[config.mk]
export PLATFORM = sky130hd
export DESIGN_NAME = stale_gated_axis_mixer_core
export DESIGN_NICKNAME = d
export VERILOG_FILES = /design/src/design/smx_pkg.sv /design/src/design/smx_track.sv /design/src/design/smx_mix.sv /design/src/design/smx_skid.sv /design/src/design/stale_gated_axis_mixer_core.sv
export SDC_FILE = /design/constraint.sdc
export NUM_CORES = 2
export LEC_CHECK = 0
export BUFFER_PORTS_ARGS = -buffer_cell sky130_fd_sc_hd__buf_2
export CAP_MARGIN = 10
export CORE_UTILIZATION = 40
export DETAILED_ROUTE_END_ITERATION = 12
export GPL_TIMING_DRIVEN = 0
export PLACE_DENSITY_LB_ADDON = 0.25
export SLEW_MARGIN = 20
export SYNTH_ARGS = -nofsm -noshare
export SYNTH_HDL_FRONTEND = slang
export SYNTH_SLANG_ARGS = --single-unit
[constraint.sdc]
create_clock -name clk -period 14.7 [get_ports clk]
set_input_delay 2.94 -clock clk [delete_from_list [all_inputs] [get_ports clk]]
set_output_delay 2.94 -clock clk [all_outputs]
set_load 0.02 [all_outputs]
[src/design/smx_pkg.sv]
`timescale 1ns / 1ps
// smx_pkg: shared constants, types and codes for the stale-gated axis mixer
// used by every module of the block, depends on nothing

package smx_pkg;

  localparam int NUM_SOURCES = 3;
  localparam int NUM_AXES    = 6;
  localparam int AGE_BITS    = 10;
  localparam int VALUE_BITS  = 16;

  localparam int IO_AXES      = 6;
  localparam int IO_BITS      = 16;
  localparam int CFG_BITS     = 10;
  localparam int PERIOD_BITS  = 10;
  localparam int SRC_BITS     = 2;
  localparam int SRC_IDX_BITS = (NUM_SOURCES > 1) ? $clog2(NUM_SOURCES) : 1;
  localparam int SUM_BITS     = VALUE_BITS + $clog2(NUM_SOURCES) + 1;
  localparam int Q_ONE        = 16384;

  localparam logic [AGE_BITS-1:0] AGE_TOP = {AGE_BITS{1'b1}};

  localparam logic [CFG_BITS-1:0] MAX_AGE_RESET = CFG_BITS'(100);
  localparam logic [CFG_BITS-1:0] PERIOD_RESET  = CFG_BITS'(50);

  typedef enum logic {
    OP_UPDATE = 1'b0,
    OP_TICK   = 1'b1
  } op_t;

  typedef enum logic {
    REG_MAX_AGE = 1'b0,
    REG_PERIOD  = 1'b1
  } reg_idx_t;

  typedef logic signed [VALUE_BITS-1:0] value_t;
  typedef value_t [NUM_AXES-1:0]        axes_t;
  typedef axes_t [NUM_SOURCES-1:0]      store_t;
  typedef logic signed [IO_BITS-1:0]    io_t;
  typedef io_t [IO_AXES-1:0]            mix_t;
  typedef logic signed [SUM_BITS-1:0]   sum_t;

  typedef struct packed {
    logic                   emit;
    logic [NUM_SOURCES-1:0] fresh;
  } track_ctl_t;

endpackage

[src/design/smx_track.sv]
`timescale 1ns / 1ps
// smx_track: source value store, source ages, period counter and config registers
// depends on smx_pkg

module smx_track (
  input  logic                          clk,
  input  logic                          rst,
  input  logic                          cfg_wr_en,
  input  logic                          cfg_index,
  input  logic [smx_pkg::CFG_BITS-1:0]  cfg_data,
  input  logic                          accept,
  input  logic                          operation,
  input  logic [smx_pkg::SRC_BITS-1:0]  source,
  input  smx_pkg::mix_t                 in_axes,
  output smx_pkg::store_t               vals,
  output smx_pkg::track_ctl_t           ctl
);
  import smx_pkg::*;

  logic [CFG_BITS-1:0]    max_age;
  logic [CFG_BITS-1:0]    period;
  logic [PERIOD_BITS-1:0] period_count;
  logic [AGE_BITS-1:0]    ages [NUM_SOURCES];

  logic [AGE_BITS-1:0]    ages_next [NUM_SOURCES];
  logic [PERIOD_BITS-1:0] period_count_next;
  logic [CFG_BITS-1:0]    period_eff;
  logic                   is_tick;
  logic                   src_ok;
  axes_t                  upd_axes;

  assign is_tick    = (op_t'(operation) == OP_TICK);
  assign src_ok     = (int'(source) < NUM_SOURCES);
  assign period_eff = (period == '0) ? CFG_BITS'(1) : period;
  assign period_count_next = period_count + PERIOD_BITS'(1);

  always_comb begin
    for (int s = 0; s < NUM_SOURCES; s++) begin
      ages_next[s] = (ages[s] < AGE_TOP) ? ages[s] + AGE_BITS'(1) : ages[s];
      ctl.fresh[s] = (int'(ages_next[s]) < int'(max_age));
    end
    ctl.emit = is_tick && (CFG_BITS'(period_count_next) >= period_eff);
    for (int a = 0; a < NUM_AXES; a++) begin
      upd_axes[a] = (a < IO_AXES) ? value_t'(in_axes[a]) : '0;
    end
  end

  always_ff @(posedge clk) begin
    if (rst) begin
      max_age      <= MAX_AGE_RESET;
      period       <= PERIOD_RESET;
      period_count <= '0;
      vals         <= '0;
      for (int s = 0; s < NUM_SOURCES; s++) ages[s] <= AGE_TOP;
    end else begin
      if (cfg_wr_en) begin
        case (reg_idx_t'(cfg_index))
          REG_MAX_AGE: max_age <= cfg_data;
          REG_PERIOD:  period  <= cfg_data;
          default:     ;
        endcase
      end
      if (accept) begin
        if (is_tick) begin
          for (int s = 0; s < NUM_SOURCES; s++) ages[s] <= ages_next[s];
          period_count <= ctl.emit ? '0 : period_count_next;
        end else if (src_ok) begin
          vals[source[SRC_IDX_BITS-1:0]] <= upd_axes;
          ages[source[SRC_IDX_BITS-1:0]] <= '0;
        end
      end
    end
  end

endmodule

[src/design/smx_mix.sv]
`timescale 1ns / 1ps
// smx_mix: per-axis sum of fresh source values with clamp to plus or minus one
// depends on smx_pkg

module smx_mix (
  input  smx_pkg::store_t      vals,
  input  smx_pkg::track_ctl_t  ctl,
  output smx_pkg::mix_t        mix
);
  import smx_pkg::*;

  localparam sum_t SUM_POS = sum_t'(Q_ONE);
  localparam sum_t SUM_NEG = -sum_t'(Q_ONE);

  sum_t sum [IO_AXES];

  always_comb begin
    for (int a = 0; a < IO_AXES; a++) begin
      sum[a] = '0;
      if (a < NUM_AXES) begin
        for (int s = 0; s < NUM_SOURCES; s++) begin
          if (ctl.fresh[s]) sum[a] = sum[a] + sum_t'($signed(vals[s][a]));
        end
      end
      if (sum[a] > SUM_POS) begin
        mix[a] = io_t'(SUM_POS);
      end else if (sum[a] < SUM_NEG) begin
        mix[a] = io_t'(SUM_NEG);
      end else begin
        mix[a] = io_t'(sum[a]);
      end
    end
  end

endmodule

[src/design/smx_skid.sv]
`timescale 1ns / 1ps
// smx_skid: two-entry result buffer, output register plus one spare slot
// depends on smx_pkg

module smx_skid (
  input  logic           clk,
  input  logic           rst,
  input  logic           push,
  input  smx_pkg::mix_t  push_data,
  output logic           full,
  output logic           out_valid,
  input  logic           out_stall,
  output smx_pkg::mix_t  out_data
);
  import smx_pkg::*;

  logic main_v;
  logic spare_v;
  mix_t spare;
  logic pop;

  assign pop       = main_v && !out_stall;
  assign full      = spare_v;
  assign out_valid = main_v;

  always_ff @(posedge clk) begin
    if (rst) begin
      main_v  <= 1'b0;
      spare_v <= 1'b0;
    end else if (pop) begin
      if (spare_v) begin
        out_data <= spare;
        spare_v  <= push;
        if (push) spare <= push_data;
      end else if (push) begin
        out_data <= push_data;
      end else begin
        main_v <= 1'b0;
      end
    end else if (push) begin
      if (!main_v) begin
        out_data <= push_data;
        main_v   <= 1'b1;
      end else begin
        spare   <= push_data;
        spare_v <= 1'b1;
      end
    end
  end

endmodule

[src/design/stale_gated_axis_mixer_core.sv]
`timescale 1ns / 1ps
// stale_gated_axis_mixer_core: top level, one beat accepted per cycle while in_stall is low
// a period-ending tick pushes its result into the result buffer, which drives out_valid
// throughput: one input beat per cycle unless in_stall is high, with the state updated on each accepted beat
// results pass a two-entry buffer, input stalls only when both slots hold results
// reset: synchronous; ages go stale, values and period count clear, registers 100 and 50
// depends on smx_pkg, smx_track, smx_mix, smx_skid

module stale_gated_axis_mixer_core (
  input  logic                          clk,
  input  logic                          rst,
  input  logic                          cfg_wr_en,
  input  logic                          cfg_index,
  input  logic [smx_pkg::CFG_BITS-1:0]  cfg_data,
  input  logic                          in_valid,
  output logic                          in_stall,
  input  logic                          operation,
  input  logic [smx_pkg::SRC_BITS-1:0]  source,
  input  logic signed [15:0]            lin_x,
  input  logic signed [15:0]            lin_y,
  input  logic signed [15:0]            lin_z,
  input  logic signed [15:0]            rot_a,
  input  logic signed [15:0]            rot_b,
  input  logic signed [15:0]            rot_c,
  output logic                          out_valid,
  input  logic                          out_stall,
  output logic signed [15:0]            mix_x,
  output logic signed [15:0]            mix_y,
  output logic signed [15:0]            mix_z,
  output logic signed [15:0]            mix_a,
  output logic signed [15:0]            mix_b,
  output logic signed [15:0]            mix_c
);
  import smx_pkg::*;

  logic       accept;
  mix_t       in_axes;
  store_t     vals;
  track_ctl_t ctl;
  mix_t       mix;
  mix_t       out_data;

  assign accept = in_valid && !in_stall;
  assign in_axes[0] = lin_x;
  assign in_axes[1] = lin_y;
  assign in_axes[2] = lin_z;
  assign in_axes[3] = rot_a;
  assign in_axes[4] = rot_b;
  assign in_axes[5] = rot_c;

  smx_track u_track (
    .clk       (clk),
    .rst       (rst),
    .cfg_wr_en (cfg_wr_en),
    .cfg_index (cfg_index),
    .cfg_data  (cfg_data),
    .accept    (accept),
    .operation (operation),
    .source    (source),
    .in_axes   (in_axes),
    .vals      (vals),
    .ctl       (ctl)
  );

  smx_mix u_mix (
    .vals (vals),
    .ctl  (ctl),
    .mix  (mix)
  );

  smx_skid u_skid (
    .clk       (clk),
    .rst       (rst),
    .push      (accept && ctl.emit),
    .push_data (mix),
    .full      (in_stall),
    .out_valid (out_valid),
    .out_stall (out_stall),
    .out_data  (out_data)
  );

  assign mix_x = out_data[0];
  assign mix_y = out_data[1];
  assign mix_z = out_data[2];
  assign mix_a = out_data[3];
  assign mix_b = out_data[4];
  assign mix_c = out_data[5];

`ifndef SYNTHESIS
  a_stall_needs_result: assert property (@(posedge clk) disable iff (rst)
    in_stall |-> out_valid)
    else $error("input stalled with no result pending");

  a_reset_empty: assert property (@(posedge clk)
    rst |=> !out_valid && !in_stall)
    else $error("result buffer not empty after reset");

  a_update_no_result: assert property (@(posedge clk) disable iff (rst)
    (in_valid && !in_stall && (op_t'(operation) == OP_UPDATE) && !out_valid) |=> !out_valid)
    else $error("update beat produced a result");

  a_emit_only_on_tick: assert property (@(posedge clk) disable iff (rst)
    ctl.emit |-> (op_t'(operation) == OP_TICK))
    else $error("emit flagged on a non-tick beat");
`endif

endmodule
==> results.py <==
metrics = {
    "run_status": {
        "status": "finished clean",
    },
    "clocking": {
        "root_buffer": "clkbuf_16",
        "clock_sinks": 542,
        "cts_tree": "yes",
        "clk_latency_ns": 0.63,
        "postCtsSetupBuffers": 0,
        "cts_made_buffers": 68,
        "clock_path_buffers": 3,
        "htree_num_levels": 3,
        "cts-resized-gates": 0,
        "clk_pin_slew_ns": 0.06,
        "cts_hold_buf": 0,
    },
    "worst_hold_path": {
        "hold_start": "u_track.vals[62]",
        "worstHoldPathType": "reg2reg",
        "whs_path_depth": 2,
        "min_to": "u_track.vals[62]",
    },
    "worst_setup_path": {
        "max_stage_delay_ns": 0.91,
        "r2r-start": "u_track.ages[0][0]",
        "reg2reg_to": "u_skid.out_data[11]",
        "worstSetupStartpointType": "flop",
        "critPathKind": "reg2reg",
        "arrival_ns": 12.29,
        "required_ns": 15.04,
        "critPathSlowestCell": "a211oi_1",
        "r2r_cells": 39,
        "r2r_setup_slack_ns": 2.75,
        "worstPathMaxFanout": 10,
        "cp-end-kind": "flop",
    },
    "grt": {
        "grt_max_degree": 27,
        "grt_pass1_vias": 30409,
        "grt_first_pass_wirelength_um": 194800,
        "grt_antenna_before_repair": 29,
        "track_usage_pct": 29.37,
        "overflow": 0,
    },
    "sta": {
        "min_period_ns": 11.95,
        "fmax_ghz": 0.08370,
        "worst_pin_slew_ns": 1.327,
        "fin_crit_sh_pct": 81.28,
        "relSlewSlack_pct": 11.56,
        "drv_slew": 0,
        "final_hold_viol_count": 0,
        "hold_ws_ns": 0.4507,
        "setup_violations": 0,
        "rsz0062_at_grt": "false",
        "clock_skew_ns": 0.02677,
    },
    "layout": {
        "area_delta_synth_final_pct": 14.66,
        "drive_gt1_share_pct": 10.72,
        "layout.nets": 4893,
        "finalNonFillerCells": 5725,
    },
    "placement": {
        "placed_cells": 5597,
        "numPortBuffers": 211,
        "routabilityCongestion": 0.9765,
        "dp_hpwl_um": 99320,
    },
    "yosys": {
        "ys.flop_type": "dfxtp_1",
        "async_reset_ff_share_pct": 0,
        "yosys_warnings": 0,
        "synth.most_common_cell": "nand2_1",
        "ys_seq_area_share_pct": 36.72,
        "synth_nets": 4602,
        "yosysUniqueCellTypes": 107,
        "synth_seq_cells": 542,
        "yosysTopAreaCell": "dfxtp_1",
        "synth_top_area_share_pct": 20.14,
        "syn_avg_cell_area_um2": 8.220,
        "synth_cells": 4232,
        "synth_area_um2": 34790,
        "yosys-top-cells-area": "dfxtp_1 20%, edfxtp_1 17%, nand2_1 10%",
        "synth_edf_count": 192,
        "synth_common_cells": "930 x nand2_1, 504 x a21oi_1, 350 x dfxtp_1, 259 x nor2_1, 243 x ha_1",
    },
    "floorplan": {
        "die-height_um": 296.9,
        "core_area_um2": 85680,
        "initial_utilization_pct": 40.60,
        "die-area_um2": 88150,
        "die_x_um": 296.9,
        "rows": 107,
        "io_pins": 213,
    },
    "route": {
        "drc": 0,
        "vias_per_cell": 5.807,
        "wire_per_inst_um": 23.45,
        "dr.pass1.iters": 6,
        "wl_um": 134300,
        "drtIter0Drc": 3773,
        "postRouteAntennaNets": 0,
        "vias": 33245,
    },
    "power": {
        "vdd_drop_max_mv": 0.07599,
        "p_leak_uw": 0.01639,
        "powerDensity_nw_per_um2": 133.9,
    },
    "flow_run": {
        "maxCapViolations": 0,
    },
}
[placed cells by master, fill, tap and decap left out, drive strengths merged, types with 26 or more instances in the layout]
cell type | netlist | routed
and3 | 113 | 113
ha | 243 | 243
o31ai | 96 | 96
nand2 | 931 | 931
a211oi | 33 | 33
mux2 | 38 | 38
xnor2 | 98 | 98
nor2b | 35 | 35
o21ai | 205 | 205
buf | 63 | 284
nand2b | 35 | 35
o21a | 43 | 43
nor2 | 260 | 260
mux2i | 39 | 39
nand4 | 28 | 28
dfxtp | 350 | 350
edfxtp | 192 | 192
xor2 | 89 | 89
a31oi | 34 | 34
nor3 | 60 | 60
o211ai | 26 | 26
clkbuf | 157 | 244
nand3 | 51 | 51
a21oi | 507 | 507
inv | 97 | 100
a21o | 80 | 80
[sequential cells by signal, indices dropped and copies added (netlist names)]
name	cells
u_track.ages	30
u_track.max_age	10
u_track.vals	288
u_track.period_count	10
u_skid.out_valid	1
u_skid.spare	96
u_skid.full	1
u_track.period	10
u_skid.out_data	96
[area by class of cell]
class,instances,area [µm²]
Tap cell,1144,1431
Sequential cell,542,12770
Antenna cell,9,22.52
Clock inverter,32,405.4
Fill cell,8648,45800
Buffer,220,967.2
Timing Repair Buffer,221,1265
Clock buffer,87,1919
Inverter,97,364.1
Multi-Input combinational cell,3373,20740
[worst max-delay path, delay by kind of cell, from the launching register on]
| kind | cells | cell delay, ns |
|---|---|---|
| XOR/XNOR | 2 | 0.34 |
| flip-flops | 1 | 0.44 |
| multiplexers | 2 | 0.62 |
| AND/OR/NAND/NOR | 11 | 1.71 |
| buffers and inverters | 5 | 2.97 |
| AO/OA/AOI/OAI | 15 | 4.46 |
| adder cells (fa/ha/maj) | 4 | 1.06 |
[worst max-delay path by stage]
stage,startpoint,to
6_report,u_track.ages[0][0],u_skid.out_data[11]
2_1_floorplan,rst,u_skid.out_data[0]
3_5_place_dp,u_track.ages[0][0],u_skid.out_data[11]
5_1_grt,u_track.ages[0][0],u_skid.out_data[11]
4_1_cts,u_track.ages[0][0],u_skid.out_data[11]
3_3_place_gp,rst,u_skid.out_data[80]
[cells by family after synthesis]
family | synth area share (%)
multiplexers | 2.431
flip-flops | 36.72
AND/OR/NAND/NOR | 21.11
XOR/XNOR | 4.708
buffers and inverters | 3.784
AO/OA/AOI/OAI | 21.77
adder cells (fa/ha/maj) | 9.488
[power breakdown]
group | switching [µW] | leakage (µW) | internal [µW]
Sequential | 28.6 | 0.00463 | 1630
Clock | 700 | 0.00113 | 1070
Combinational | 1390 | 0.0106 | 529
Total | 2110 | 0.0164 | 3230
[layer usage]
metal / part of all wire [%] / wire (µm) / track usage [%]
met5: 0.12 / 161 / 0
met4: 4.6 / 6135 / 13.00
met3: 8.5 / 11370 / 5.201
met2: 44 / 58970 / 46.20
met1: 43 / 57630 / 39.29
[metrics by stage]
stage                     total power (µW)  TNS, ns  setup slack (ns)  utilization [%]  cell area, µm²
after global placement                3522  -130.47            -1.389            43.50           37270
final                                 5339        0             2.752            46.55           39890
after detailed placement              3537        0             3.108            43.81           37540
after global routing                  5505        0             2.233            46.53           39870
after CTS                             5299        0             3.072            46.52           39860
after floorplan                       2768        0             3.530                -           34790
Note: power is estimated with default switching activity, not from simulation.
